`src/cff_pkg.sv`:
```
package cff_pkg;

  // Stack sizing
  localparam int STACK_DEPTH = 24;
  localparam int CNT_W       = $clog2(STACK_DEPTH + 1);
  localparam int IDX_W       = $clog2(STACK_DEPTH);
  localparam int CORNERS     = 8;

  typedef logic [2:0] corner_t;

  // Input and result transactions
  typedef struct packed {
    corner_t     start_corner;
    logic [7:0]  corner_mask;
  } in_item_t;

  typedef struct packed {
    corner_t corner_out;
    logic    last;
  } out_item_t;

  // Walker to stack commands
  typedef struct packed {
    logic    load;
    logic    push;
    logic    pop;
    corner_t corner;
  } stk_cmd_t;

  // Stack status back to the walker
  typedef struct packed {
    logic    empty;
    corner_t top;
  } stk_stat_t;

  // Walker events to the result buffer
  typedef struct packed {
    logic    found;
    logic    done;
    corner_t corner;
  } walk_evt_t;

  // Neighbours of each corner, three octal digits, first neighbour in the top digit
  localparam logic [8:0] NB_TAB [CORNERS] = '{
    9'o134, 9'o025, 9'o136, 9'o027, 9'o057, 9'o146, 9'o257, 9'o346
  };

  function automatic corner_t nb_lookup(corner_t c, logic [1:0] k);
    logic [8:0] row;
    corner_t    nb;
    row = NB_TAB[c];
    case (k)
      2'd0:    nb = row[8:6];
      2'd1:    nb = row[5:3];
      default: nb = row[2:0];
    endcase
    return nb;
  endfunction

endpackage

```
`src/cube_corner_flood_fill.sv`:
```
// Cube corner flood fill.
// Input channel: in_valid / in_stall / in_data carries a start corner and an
// 8-bit corner mask. Result channel: out_valid / out_stall / out_data carries
// the connected same-valued corners one per transaction, in depth-first order,
// with last set on the final corner of the set.
// A transaction is taken on a clock edge with valid high and stall low.
// The block handles one input at a time: in_stall stays high from the accepted
// input until its final result has been taken.
// Walk: a load step, then one stack pop step for each entry plus one that sees
// the empty stack, and 3 neighbour checks for each corner found, one check per
// cycle on the shared check unit.
// Results then leave at one per cycle from the result buffer while out_stall
// is low; in_stall drops the cycle after the last one.
// When out_stall is high the current result is held unchanged.
// Reset (rst_n low, synchronous) empties the stack, clears the walk and drops
// any results not yet delivered.
module cube_corner_flood_fill
  import cff_pkg::*;
(
  input  logic      clk,
  input  logic      rst_n,
  input  logic      in_valid,
  output logic      in_stall,
  input  in_item_t  in_data,
  output logic      out_valid,
  input  logic      out_stall,
  output out_item_t out_data
);

  typedef enum logic [2:0] {
    T_IDLE = 3'b001,
    T_WALK = 3'b010,
    T_SEND = 3'b100
  } tstate_t;

  tstate_t    state_r, state_nxt;
  logic [3:0] wr_cnt_r, wr_cnt_nxt;
  logic [2:0] rd_r, rd_nxt;
  corner_t    res [CORNERS];

  walk_evt_t  evt;
  logic       start;
  logic       is_last;

  assign in_stall  = (state_r != T_IDLE);
  assign start     = in_valid && !in_stall;
  assign out_valid = (state_r == T_SEND);
  assign is_last   = (({1'b0, rd_r} + 4'd1) == wr_cnt_r);

  assign out_data.corner_out = res[rd_r];
  assign out_data.last       = is_last;

  cff_walk u_walk (
    .clk   (clk),
    .rst_n (rst_n),
    .start (start),
    .item  (in_data),
    .evt   (evt)
  );

  // Collect then stream
  always_comb begin
    state_nxt  = state_r;
    wr_cnt_nxt = wr_cnt_r;
    rd_nxt     = rd_r;
    unique case (state_r)
      T_IDLE: begin
        if (start) begin
          wr_cnt_nxt = '0;
          state_nxt  = T_WALK;
        end
      end
      T_WALK: begin
        if (evt.found) begin
          wr_cnt_nxt = wr_cnt_r + 1'b1;
        end
        if (evt.done) begin
          rd_nxt    = '0;
          state_nxt = T_SEND;
        end
      end
      T_SEND: begin
        if (!out_stall) begin
          if (is_last) begin
            state_nxt = T_IDLE;
          end else begin
            rd_nxt = rd_r + 1'b1;
          end
        end
      end
      default: state_nxt = T_IDLE;
    endcase
  end

  always_ff @(posedge clk) begin
    if (!rst_n) begin
      state_r  <= T_IDLE;
      wr_cnt_r <= '0;
      rd_r     <= '0;
    end else begin
      state_r  <= state_nxt;
      wr_cnt_r <= wr_cnt_nxt;
      rd_r     <= rd_nxt;
    end
  end

  // Result buffer, at most one entry per corner
  always_ff @(posedge clk) begin
    if ((state_r == T_WALK) && evt.found) begin
      res[wr_cnt_r[2:0]] <= evt.corner;
    end
  end

endmodule

```
`src/cff_stack.sv`:
```
module cff_stack
  import cff_pkg::*;
(
  input  logic      clk,
  input  logic      rst_n,
  input  stk_cmd_t  cmd,
  output stk_stat_t stat
);

  corner_t          mem [STACK_DEPTH];
  logic [CNT_W-1:0] count_r, count_nxt;
  logic [CNT_W-1:0] count_dec;
  logic [IDX_W-1:0] top_idx;
  logic [IDX_W-1:0] wr_idx;
  logic             not_full;

  assign count_dec = count_r - 1'b1;
  assign top_idx   = count_dec[IDX_W-1:0];
  assign wr_idx    = count_r[IDX_W-1:0];
  assign not_full  = (count_r < CNT_W'(STACK_DEPTH));

  assign stat.empty = (count_r == '0);
  assign stat.top   = mem[top_idx];

  // Fill level; a push onto a full stack is dropped
  always_comb begin
    count_nxt = count_r;
    if (cmd.load) begin
      count_nxt = CNT_W'(1);
    end else if (cmd.push && not_full) begin
      count_nxt = count_r + 1'b1;
    end else if (cmd.pop && !stat.empty) begin
      count_nxt = count_dec;
    end
  end

  always_ff @(posedge clk) begin
    if (!rst_n) begin
      count_r <= '0;
    end else begin
      count_r <= count_nxt;
    end
  end

  // Entry storage
  always_ff @(posedge clk) begin
    if (cmd.load) begin
      mem[0] <= cmd.corner;
    end else if (cmd.push && not_full) begin
      mem[wr_idx] <= cmd.corner;
    end
  end

endmodule

```
`src/cff_walk.sv`:
```
module cff_walk
  import cff_pkg::*;
(
  input  logic      clk,
  input  logic      rst_n,
  input  logic      start,
  input  in_item_t  item,
  output walk_evt_t evt
);

  typedef enum logic [2:0] {
    W_IDLE  = 3'b001,
    W_POP   = 3'b010,
    W_CHECK = 3'b100
  } wstate_t;

  wstate_t    state_r, state_nxt;
  logic [7:0] visited_r, visited_nxt;
  logic [7:0] mask_r, mask_nxt;
  logic       sv_r, sv_nxt;
  corner_t    cur_r, cur_nxt;
  logic [1:0] k_r, k_nxt;

  stk_cmd_t   cmd;
  stk_stat_t  stat;
  corner_t    nb;

  cff_stack u_stack (
    .clk   (clk),
    .rst_n (rst_n),
    .cmd   (cmd),
    .stat  (stat)
  );

  // Shared neighbour check, one neighbour per cycle
  assign nb = nb_lookup(cur_r, k_r);

  // Sequencer
  always_comb begin
    state_nxt   = state_r;
    visited_nxt = visited_r;
    mask_nxt    = mask_r;
    sv_nxt      = sv_r;
    cur_nxt     = cur_r;
    k_nxt       = k_r;
    cmd         = '0;
    evt         = '0;
    unique case (state_r)
      W_IDLE: begin
        if (start) begin
          cmd.load    = 1'b1;
          cmd.corner  = item.start_corner;
          mask_nxt    = item.corner_mask;
          sv_nxt      = item.corner_mask[item.start_corner];
          visited_nxt = '0;
          state_nxt   = W_POP;
        end
      end
      W_POP: begin
        if (stat.empty) begin
          evt.done  = 1'b1;
          state_nxt = W_IDLE;
        end else begin
          cmd.pop = 1'b1;
          // already visited corners are dropped here
          if (!visited_r[stat.top]) begin
            visited_nxt = visited_r | (8'b1 << stat.top);
            evt.found   = 1'b1;
            evt.corner  = stat.top;
            cur_nxt     = stat.top;
            k_nxt       = '0;
            state_nxt   = W_CHECK;
          end
        end
      end
      W_CHECK: begin
        if (!visited_r[nb] && (mask_r[nb] == sv_r)) begin
          cmd.push   = 1'b1;
          cmd.corner = nb;
        end
        if (k_r == 2'd2) begin
          state_nxt = W_POP;
        end else begin
          k_nxt = k_r + 1'b1;
        end
      end
      default: state_nxt = W_IDLE;
    endcase
  end

  always_ff @(posedge clk) begin
    if (!rst_n) begin
      state_r   <= W_IDLE;
      visited_r <= '0;
      sv_r      <= 1'b0;
      k_r       <= '0;
    end else begin
      state_r   <= state_nxt;
      visited_r <= visited_nxt;
      sv_r      <= sv_nxt;
      k_r       <= k_nxt;
    end
  end

  always_ff @(posedge clk) begin
    mask_r <= mask_nxt;
    cur_r  <= cur_nxt;
  end

endmodule

```
`config.mk`:
```
export PLATFORM = sky130hd
export DESIGN_NAME = cube_corner_flood_fill
export DESIGN_NICKNAME = d
export VERILOG_FILES = /design/src/cff_pkg.sv /design/src/cube_corner_flood_fill.sv /design/src/cff_stack.sv /design/src/cff_walk.sv
export SDC_FILE = /design/constraint.sdc
export NUM_CORES = 1
export LEC_CHECK = 0
export BUFFER_PORTS_ARGS = -buffer_cell sky130_fd_sc_hd__buf_2
export CAP_MARGIN = 20
export CORE_MARGIN = 10
export CORE_UTILIZATION = 50
export DETAILED_ROUTE_END_ITERATION = 6
export GPL_ROUTABILITY_DRIVEN = 0
export GPL_TIMING_DRIVEN = 0
export PLACE_DENSITY = 0.66
export REMOVE_ABC_BUFFERS = 1
export SYNTH_ARGS = -nofsm -noshare
export SYNTH_HDL_FRONTEND = slang
export SYNTH_SLANG_ARGS = --single-unit
```
`constraint.sdc`:
```
create_clock -name clk -period 6.82 [get_ports clk]
set_clock_uncertainty 0.05 [all_clocks]
set_input_delay 1.364 -clock clk [delete_from_list [all_inputs] [get_ports clk]]
set_output_delay 1.364 -clock clk [all_outputs]
set_load 0.005 [all_outputs]
```
Word-level counts from Yosys, hierarchy flattened. Memory sizes are Yosys's and may differ from the RTL's. A register that Yosys moved wholly into a read port is not among the register bits. Index checks and enable logic that the tools add are counted.

Add/sub/neg operators: 6. $lt $le $gt $ge: 5. Eq/ne operators: 23. Shift operators: 1. Muxes and demuxes: 65. Bitwise logic cells: 5. Reduce and logical (&&, ||, !) cells: 26.

Operator list (number): $mux W3 (17); $mux W8 (3); $mux W1 (22); $mux W5 (4); $mux W9 (2); $ne A2 B2 Y1 const B (9); $pmux W3 S2 (3); $pmux W3 S3 (2); $pmux W8 S2 (1); $reduce_and A4 Y1 (4); $bmux W1 S3 (4); $lt A3 B4 Y1 const B (3); $reduce_bool A2 Y1 (5); $reduce_and A3 Y1 (3); $mux W4 (2); $or A8 B8 Y8 (1); $pmux W4 S2 (1); $shl A1 B3 Y8 const A (1); $eq A3 B1 Y1 const B (2); $eq A3 B2 Y1 const B (2); $eq A3 B3 Y1 const B (2); $mux W2 (3); $add A5 B1 Y5 const B (1); $logic_and A1 B1 Y1 (5); other kinds (24) (29).

Register bits: 40. Bits in writable memories: 96. ROM bits: 72. Bits of input ports: 15. Output and inout bits: 6. Word-level logic and storage cells: 145. Memories kept: 3.

Memory list: (no name shown) (words 8, width 9, rd ports 1, clocked after memory_dff 0, write ports 0, RTL line cff_pkg.sv:51) `row = NB_TAB[c];`; u_walk.u_stack.mem (words 24, width 3, rd ports 1, clocked after memory_dff 0, write ports 1, RTL line cff_stack.sv:10) `corner_t mem [STACK_DEPTH];`; res (words 8, width 3, rd ports 1, clocked after memory_dff 1, write ports 1, RTL line cube_corner_flood_fill.sv:39) `corner_t res [CORNERS];`.

Logic depth before layout (Yosys ltp). Gate-level depths: netlist (run 1).

Word-level depth: 17. Depth in mapped cells: 17. Mapped depth without buffers: 12.

Hierarchy. Synthesis (run 1) repeated with hierarchy kept, for this count alone.

Cell total of the unflattened synthesis: 519. Area, all modules: 6791.5 um^2.

By module, submodules not included: cff_stack (instances 1, cells each 231, area each 3540.9 um^2, sequential area each 2262.2 um^2); cube_corner_flood_fill (instances 1, cells each 128, area each 1720.4 um^2, sequential area each 980.9 um^2); cff_walk (instances 1, cells each 160, area each 1530.2 um^2, sequential area each 610.6 um^2).

Least setup slack after synthesis (run 1). OpenSTA, ideal clock, no wires.

Path kind: flip-flop to flip-flop. Start point: register u_walk.u_stack.count_r[0]. End point: memory res[0][2] (netlist name), data pin. Library setup time: 357 ps. Arrival: 3548 ps. Data required time: 6413 ps. Slack: 2865 ps. Cell stages (with the launch flop): 14. Buffers on the path: 4. Period minus slack after synthesis: 3955 ps. Cell sequence: dfxtp_1 buf_6 buf_6 clkbuf_1 inv_1 ha_1 clkbuf_1 xnor2_2 mux2i_1 o21ai_1 nand4_2 inv_2 mux2_2 a2111oi_0.

RTL lines: start, declared (RTL line cff_stack.sv:11) `logic [CNT_W-1:0] count_r, count_nxt;`; start signal, assigned (RTL line cff_stack.sv:41) `count_r <= count_nxt;`; end, declared (RTL line cube_corner_flood_fill.sv:39).

==> results of run 1 <==
==> Yosys cell counts (7+ instances only) <==
master / count
nand3_1: 14
mux4_2: 27
inv_1: 19
o21a_1: 7
clkbuf_1: 17
a21oi_1: 17
dfxtp_1: 32
nand2b_1: 10
o211ai_1: 9
o21ai_0: 13
mux2i_1: 9
nand2_1: 25
edfxtp_1: 107
nor2_1: 35
mux2_2: 8
ha_1: 10
nor3_1: 22
nor4_1: 7
a211o_1: 7
==> per-stage QoR <==
stage          cell area (um2)  cells
2_1_floorplan             6670    492
3_3_place_gp              6990    688
3_5_place_dp              7030    691
4_1_cts                   7650    723
5_1_grt                   7650    723
6_report                  7650    723
==> final cells by class <==
| class | count | area share, % |
|---|---|---|
| Timing Repair Buffer | 23 | 1.78 |
| Inverter | 22 | 1.11 |
| Tap cell | 176 | 2.88 |
| Clock buffer | 23 | 6.68 |
| Clock inverter | 9 | 1.37 |
| Multi-Input combinational cell | 331 | 35.8 |
| Sequential cell | 139 | 50.4 |
==> power groups by stage <==
stage | Combinational (W) | Clock (W) | Sequential (W)
floorplan | 0.000298 | 0 | 0.00101
global placement | 0.000384 | 0 | 0.00102
detailed placement | 0.000428 | 0 | 0.000999
CTS | 0.000431 | 0.000954 | 0.000982
global route | 0.000467 | 0.000997 | 0.000984
finish | 0.000430 | 0.000940 | 0.000982
==> flip-flops by register name, indices dropped and copies added, names as in the netlist, named ones only <==
signal / flops
u_walk.u_stack.count_r: 5
u_walk.state_r: 3
wr_cnt_r: 4
u_walk.sv_r: 1
res: 24
u_walk.k_r: 2
u_walk.visited_r: 8
u_walk.u_stack.mem: 72
state_r: 3
u_walk.cur_r: 3
u_walk.mask_r: 8
rd_r: 3
==> cells by family (layout without fill, tap and decap cells) <==
logic type	after synthesis	in the layout	share of synthesized area, %
flops	139	139	56.4
fa+ha+maj	10	10	1.83
compound gates	106	106	11.4
simple gates	166	166	14.4
mux	44	44	11.5
xor+xnor	5	5	0.751
buf+inv	53	77	3.68
==> per-layer routing <==
layer | share of wire [%] | GRT usage [%] | up-vias
li1 | - | - | 2073
met1 | 45 | 20.0 | 2152
met2 | 49 | 24.9 | 135
met3 | 5.0 | 4.18 | 12
met4 | 1.0 | 4.86 | 0
met5 | 0 | 0 | -
==> worst reg2reg max path, cell delays in order (launching register included) <==
cell	delay, ps
dfxtp_1	730
inv_1	190
ha_1	920
mux4_2	450
mux2i_1	210
o21ai_1	150
nand4_2	200
inv_2	130
a211o_1	280
a21oi_4	560
nor2_8	140
nor4b_2	510
==> final timing paths <==
check                           slack, ps             endpoint  cells after the start
worst min register to register        440  u_walk.visited_r[0]                      2
worst max-delay path                 1950            res[0][1]                     11
worst min-delay path                  440  u_walk.visited_r[0]                      2
worst max register to register       1950            res[0][1]                     11
==> results by group, run 1 <==
Status
  – Status: finished clean

Clocking
  – Clock root buffer: clkbuf_16
  – PostCTS Resize Cnt: 0
  – Max clock buf depth: 2
  – Worst-path clk slew: 60 ps
  – Post-CTS setup buffers: 0
  – # clock sinks: 139
  – Num CTS Buffers: 17
  – H-tree levels: 4
  – TritonCTS clock tree: built
  – Post-CTS Hold Buffers: 0
  – Worst skew pair latency: 420 ps

Setup path
  – Critical-path top delay cell: ha_1
  – CP max stage delay: 920 ps
  – WP data arrival: 4870 ps
  – Startpoint types: flop
  – Cell Chain, Critical Path: inv_1 -> ha_1 -> mux4_2 -> mux2i_1 -> o21ai_1 -> nand4_2 -> inv_2 -> a211o_1 -> a21oi_4 -> nor2_8 -> nor4b_2
  – Critical path type: reg -> reg
  – Critical Path Source: u_walk.u_stack.count_r[1]
  – CP Max Fanout: 21
  – Worst path buffer plus inverter count: 2
  – Crit Reg-Reg Startpoint: u_walk.u_stack.count_r[1]
  – CP required: 6820 ps
  – Critical path's top delay family: compound AO/OA/AOI/OAI gates
  – Crit. End Element: flop

Floorplanning
  – FP Rows: 42
  – Core area: 13300 um2
  – Die area: 18700 um2
  – Initial Utilization: 51.4%
  – IO Pins: 21
  – Die height: 137 um
  – Die width: 137 um

Drt
  – Drt initial violations: 444
  – Residual DRC: 0
  – DRT Pass-1 Iters: 7
  – Routed Antenna Nets: 0
  – Routed vias/inst: 6.05
  – DRT Wirelength: 13.8 mm
  – Routed WL per cell: 19.1 um
  – Vias: 4372

Layout
  – Area Overhead vs Synth: 11.9%
  – Multi-input logic area: 2740 um2
  – Commonest non-fill, non-tap cell in the layout: edfxtp_1
  – Reg area: 3850 um2
  – Most frequent cells in the layout: edfxtp_1 (107), nor2_1 (35), dfxtp_1 (31), mux4_2 (27), nand2_1 (25)
  – Final antenna diode count: 0
  – Fill count: 1056
  – Layout cells sized above 1: 22.1%
  – Nets: 559
  – Core Util, Final: 57.5%

Power and ir drop
  – Reg power frac: 41.8%
  – Power Total: 0.00235 W
  – Power Internal: 0.00173 W
  – Net Sw Power: 0.000619 W
  – Leakage: 2.62 nW
  – Logic pwr share: 18.3%
  – PD cells: 308 nW/um2
  – Worst VDD drop: 0.206 mV
  – Sw Share: 26.3%
  – Power share of the clock group: 40.0%

Synthesis
  – Flops & latches, synth: 139
  – Top_reg_cell synth: edfxtp_1
  – Avg Cell Area, Syn: 13.1 um2
  – Async SR Flop Fraction: 0%
  – YS warnings: 0
  – Post-synth EDFFs: 107
  – Cell taking the most area after synthesis: edfxtp_1
  – Area contributors post-synth: edfxtp_1 (47%), dfxtp_1 (9.4%), mux4_2 (8.9%)
  – Sequential share of the synthesized area: 56.4%
  – Synth top area share: 47.0%
  – Mapped cell area: 6830 um2
  – Library cells used by synthesis: 76
  – Post-Syn Instances: 523

Timing
  – Pins Over Slew Limit: 0
  – # setup viols final: 0
  – Hold Fails Final Rpt: 0
  – Fin Setup TNS: 0 ps
  – Worst-Margin Slew: 1050 ps
  – Worst slew margin: 29.9%
  – Worst hold slack: 436 ps
  – Part of the cycle the worst path needs: 71.4%
  – Minimum clock period: 4870 ps
  – Final WS setup: 1950 ps
  – RSZ-0062 raised after global routing: no
  – Fmax: 205 MHz

GRT
  – GR Util All Layers: 15.5%
  – Vias in the first global route: 4241
  – Initial antenna violation count: 0
  – First-pass GRT wire length: 22.5 mm
  – Largest net degree at the start of global routing: 36
  – GR Overflow Total: 0

Placement
  – Buffers on Ports: 20
  – DP Wirelength: 9.36 mm
  – Setup WS pre-CTS: 1980 ps

Job
  – Number of max-cap violations: 0

Min path
  – Hold Crit Class: reg -> reg
  – Hold Crit Start: u_walk.visited_r[0]
Power figures use the tool's default switching activity.
==> run 2, diff against run 1 <==
--- a/config.mk
+++ b/config.mk
@@ -5,6 +5,7 @@
 export SDC_FILE = /design/constraint.sdc
 export NUM_CORES = 1
 export LEC_CHECK = 0
+export ABC_AREA = 1
 export BUFFER_PORTS_ARGS = -buffer_cell sky130_fd_sc_hd__buf_2
 export CAP_MARGIN = 20
 export CORE_MARGIN = 10
@@ -12,7 +13,7 @@
 export DETAILED_ROUTE_END_ITERATION = 6
 export GPL_ROUTABILITY_DRIVEN = 0
 export GPL_TIMING_DRIVEN = 0
-export PLACE_DENSITY = 0.66
+export PLACE_DENSITY = 0.69
 export REMOVE_ABC_BUFFERS = 1
 export SYNTH_ARGS = -nofsm -noshare
 export SYNTH_HDL_FRONTEND = slang
==> constraint.sdc (replaced) <==
create_clock -name clk -period 4.35 [get_ports clk]
set_clock_uncertainty 0.05 [all_clocks]
set_input_delay 0.87 -clock clk [delete_from_list [all_inputs] [get_ports clk]]
set_output_delay 0.87 -clock clk [all_outputs]
set_load 0.005 [all_outputs]
==> run 2 against run 1 <==
Compared with the run above:
- global-route usage grew 0.73 points
- clock power up 50%
- combinational power rose by 59%
- maximum frequency rose by 21%
- worst hold slack better by 8.9 ps
- largest cell class unchanged
- register-to-register slack worse by 1600 ps
- sequential share of layout area rose by 1.1 points
- highest routed layer unchanged
- worst setup slack lost 1600 ps
- power rose by 54%
- synthesized cell count up 34%
- critical path type unchanged
==> results by group, run 2 <==
Power and ir drop
  – Worst VDD drop: 0.338 mV (+64%)
  – PD cells: 485 nW/um2 (+58%)
  – Leakage: 2.86 nW (+9.3%)

Drt
  – DRT Wirelength: 14.3 mm (+3.8%)
  – Drt initial violations: 406 (-8.6%)
  – Routed Antenna Nets: 0 (unchanged)
  – Routed WL per cell: 15.8 um (-17%)
  – Vias: 4924 (+13%)
  – Routed vias/inst: 5.43 (-10%)
  – DRT Pass-1 Iters: 5 (-2)
  – Residual DRC: 0 (unchanged)

Setup path
  – Startpoint types: flop
  – Critical path type: reg -> reg
  – Worst R2R Setup Slack: 330 ps (-1620 ps)
  – CP Max Fanout: 44 (+110%)
  – WP data arrival: 4070 ps (-800 ps)
  – Crit. End Element: flop
  – CP required: 4400 ps (-2420 ps)

Placement
  – Buffers on Ports: 20 (unchanged)
  – Placed Cells: 873 (+26%)
  – Placed cell area: 6870 um2 (-2.2%)
  – Setup WS pre-CTS: -519 ps (-2500 ps)
  – DP Wirelength: 9.86 mm (+5.3%)

Floorplanning
  – FP Rows: 41 (-2.4%)
  – Die area: 18200 um2 (-2.9%)
  – Die width: 135 um (-1.5%)
  – IO Pins: 21 (unchanged)
  – Die height: 135 um (-1.5%)
  – Core area: 12800 um2 (-3.9%)
  – Initial Utilization: 51.7% (+0.29 points)

Clocking
  – Worst skew pair latency: 430 ps (about the same)
  – Post-CTS Hold Buffers: 0 (unchanged)
  – Num CTS Buffers: 17 (unchanged)
  – Clock root buffer: clkbuf_16
  – Max clock buf depth: 2 (unchanged)
  – Worst-path clk slew: 60 ps (about the same)
  – H-tree levels: 4 (unchanged)
  – # clock sinks: 139 (unchanged)
  – Post-CTS setup buffers: 0 (unchanged)
  – TritonCTS clock tree: built

GRT
  – Initial antenna violation count: 0 (unchanged)
  – GR Util All Layers: 16.2% (+0.73 points)
  – First-pass GRT wire length: 23.3 mm (+3.8%)
  – Largest net degree at the start of global routing: 45 (+25%)
  – Vias in the first global route: 4707 (+11%)
  – GR Overflow Total: 0 (unchanged)

Layout
  – Cell Count, Final, Fillers Out: 906 (+25%)
  – Fill count: 1092 (+3.4%)
  – Layout cells sized above 1: 13.5% (-8.6 points)
  – Commonest non-fill, non-tap cell in the layout: nor2_1
  – Final antenna diode count: 0 (unchanged)
  – Nets: 746 (+33%)
  – Finished layout cell area: 7490 um2 (-2.1%)
  – Largest Register: u_walk.u_stack.mem
  – Area Overhead vs Synth: 13.4%
  – Most frequent cells in the layout: nor2_1 (126), nand2_1 (107), edfxtp_1 (107), inv_1 (73)
  – Max reg flops: 72 (unchanged)
  – Core Util, Final: 58.6% (+1.1 points)

Timing
  – Hold Fails Final Rpt: 0 (unchanged)
  – Final WS setup: 335 ps (-1620 ps)
  – Worst slew margin: 34.0% (+4.1 points)
  – # setup viols final: 0 (unchanged)
  – Pins Over Slew Limit: 0 (unchanged)
  – Part of the cycle the worst path needs: 92.3% (+21 points)
  – Worst-Margin Slew: 982 ps (-66.2 ps)
  – Fmax: 249 MHz (+21%)
  – RSZ-0062 raised after global routing: no
  – Worst hold slack: 445 ps (+8.91 ps)
  – Minimum clock period: 4020 ps (-855 ps)

Job
  – Number of max-cap violations: 0 (unchanged)

Synthesis
  – Mapped cell area: 6600 um2 (-3.4%)
  – Cell taking the most area after synthesis: edfxtp_1
  – Area contributors post-synth: edfxtp_1 (49%), dfxtp_1 (9.7%), nor2_1 (7.2%)
  – Avg Cell Area, Syn: 9.45 um2 (-28%)
  – Synth top area share: 48.7% (+1.6 points)
  – YS warnings: 0 (unchanged)
  – Sequential share of the synthesized area: 58.4% (+2.0 points)
  – Async SR Flop Fraction: 0% (unchanged)
  – Post-synth EDFFs: 107 (unchanged)
  – Top_reg_cell synth: edfxtp_1
  – Library cells used by synthesis: 40 (-47%)
  – Most frequent cell after synthesis: nor2_1
  – Synth cell count leaders: nor2_1 (126), edfxtp_1 (107), nand2_1 (107)
  – Flops & latches, synth: 139 (unchanged)
  – Post-Syn Instances: 699 (+34%)

Min path
  – Hold Crit Class: reg -> reg

Status
  – Status: finished clean
[run 2: layout make-up]
type,instances,area (um2),share of cell area [%]
clock buffers,18,439,5.87
clock inverters,14,146,1.96
inverters,82,314,4.20
multi-input cells,457,2360,31.5
flip-flops and latches,139,3860,51.5
well taps,172,215,2.87
repair buffers,24,153,2.04
[run 2: final timing paths]
check	cells after the start	endpoint	from
max	16	res[0][1]	u_walk.u_stack.count_r[0]
min reg2reg	2	u_walk.visited_r[2]	u_walk.visited_r[2]
min	2	u_walk.visited_r[2]	u_walk.visited_r[2]
max reg2reg	16	res[0][1]	u_walk.u_stack.count_r[0]
[run 2: critical path: stages, from the launching register on]
cell and delay [ps]:
dfxtp_4 650, inv_4 280, ha_4 540, clkinvlp_4 360
nor2_1 170, o21ai_0 100, nand3_1 140, nand3_1 110
nand2_2 140, a21oi_4 90, nand2_1 100, nand2_2 60
nand2_2 80, nand3_4 140, inv_2 170, nand3_2 170
nor2_1 310
[run 2: cell families after synthesis]
family	share of synthesized area, %
AND/OR/NAND/NOR	21.1
buffers and inverters	6.35
XOR/XNOR	1.74
AO/OA/AOI/OAI	10.6
flip-flops	58.4
adder cells (fa/ha/maj)	1.90
[run 2: through the flow]
step,power (W),TNS [ps]
after floorplan,0.00203,0
after global placement,0.00220,-59910
after detailed placement,0.00223,-20600
after CTS,0.00363,0
after global routing,0.00379,0
final,0.00363,0
[run 2: metal layers]
| layer | wire [um] | GRT usage [%] | up-vias |
|---|---|---|---|
| met5 | 0 | 0 | - |
| met4 | 152 | 5.26 | 0 |
| met3 | 731 | 4.82 | 15 |
| met2 | 7200 | 26.5 | 127 |
| met1 | 6250 | 20.1 | 2363 |
| li1 | - | - | 2419 |
[run 2: report_power, final]
| part | switching (W) | internal [W] |
|---|---|---|
| combinational | 0.000478 | 0.000204 |
| sequential | 0.0000467 | 0.00150 |
| clock | 0.000553 | 0.000856 |
| total | 0.00108 | 0.00256 |
[run 2: repair_timing]
item | CTS | global route
endpoints found under the setup margin | 65 | 37
resized for setup | 2 | 2
pin swaps | 0 | 0
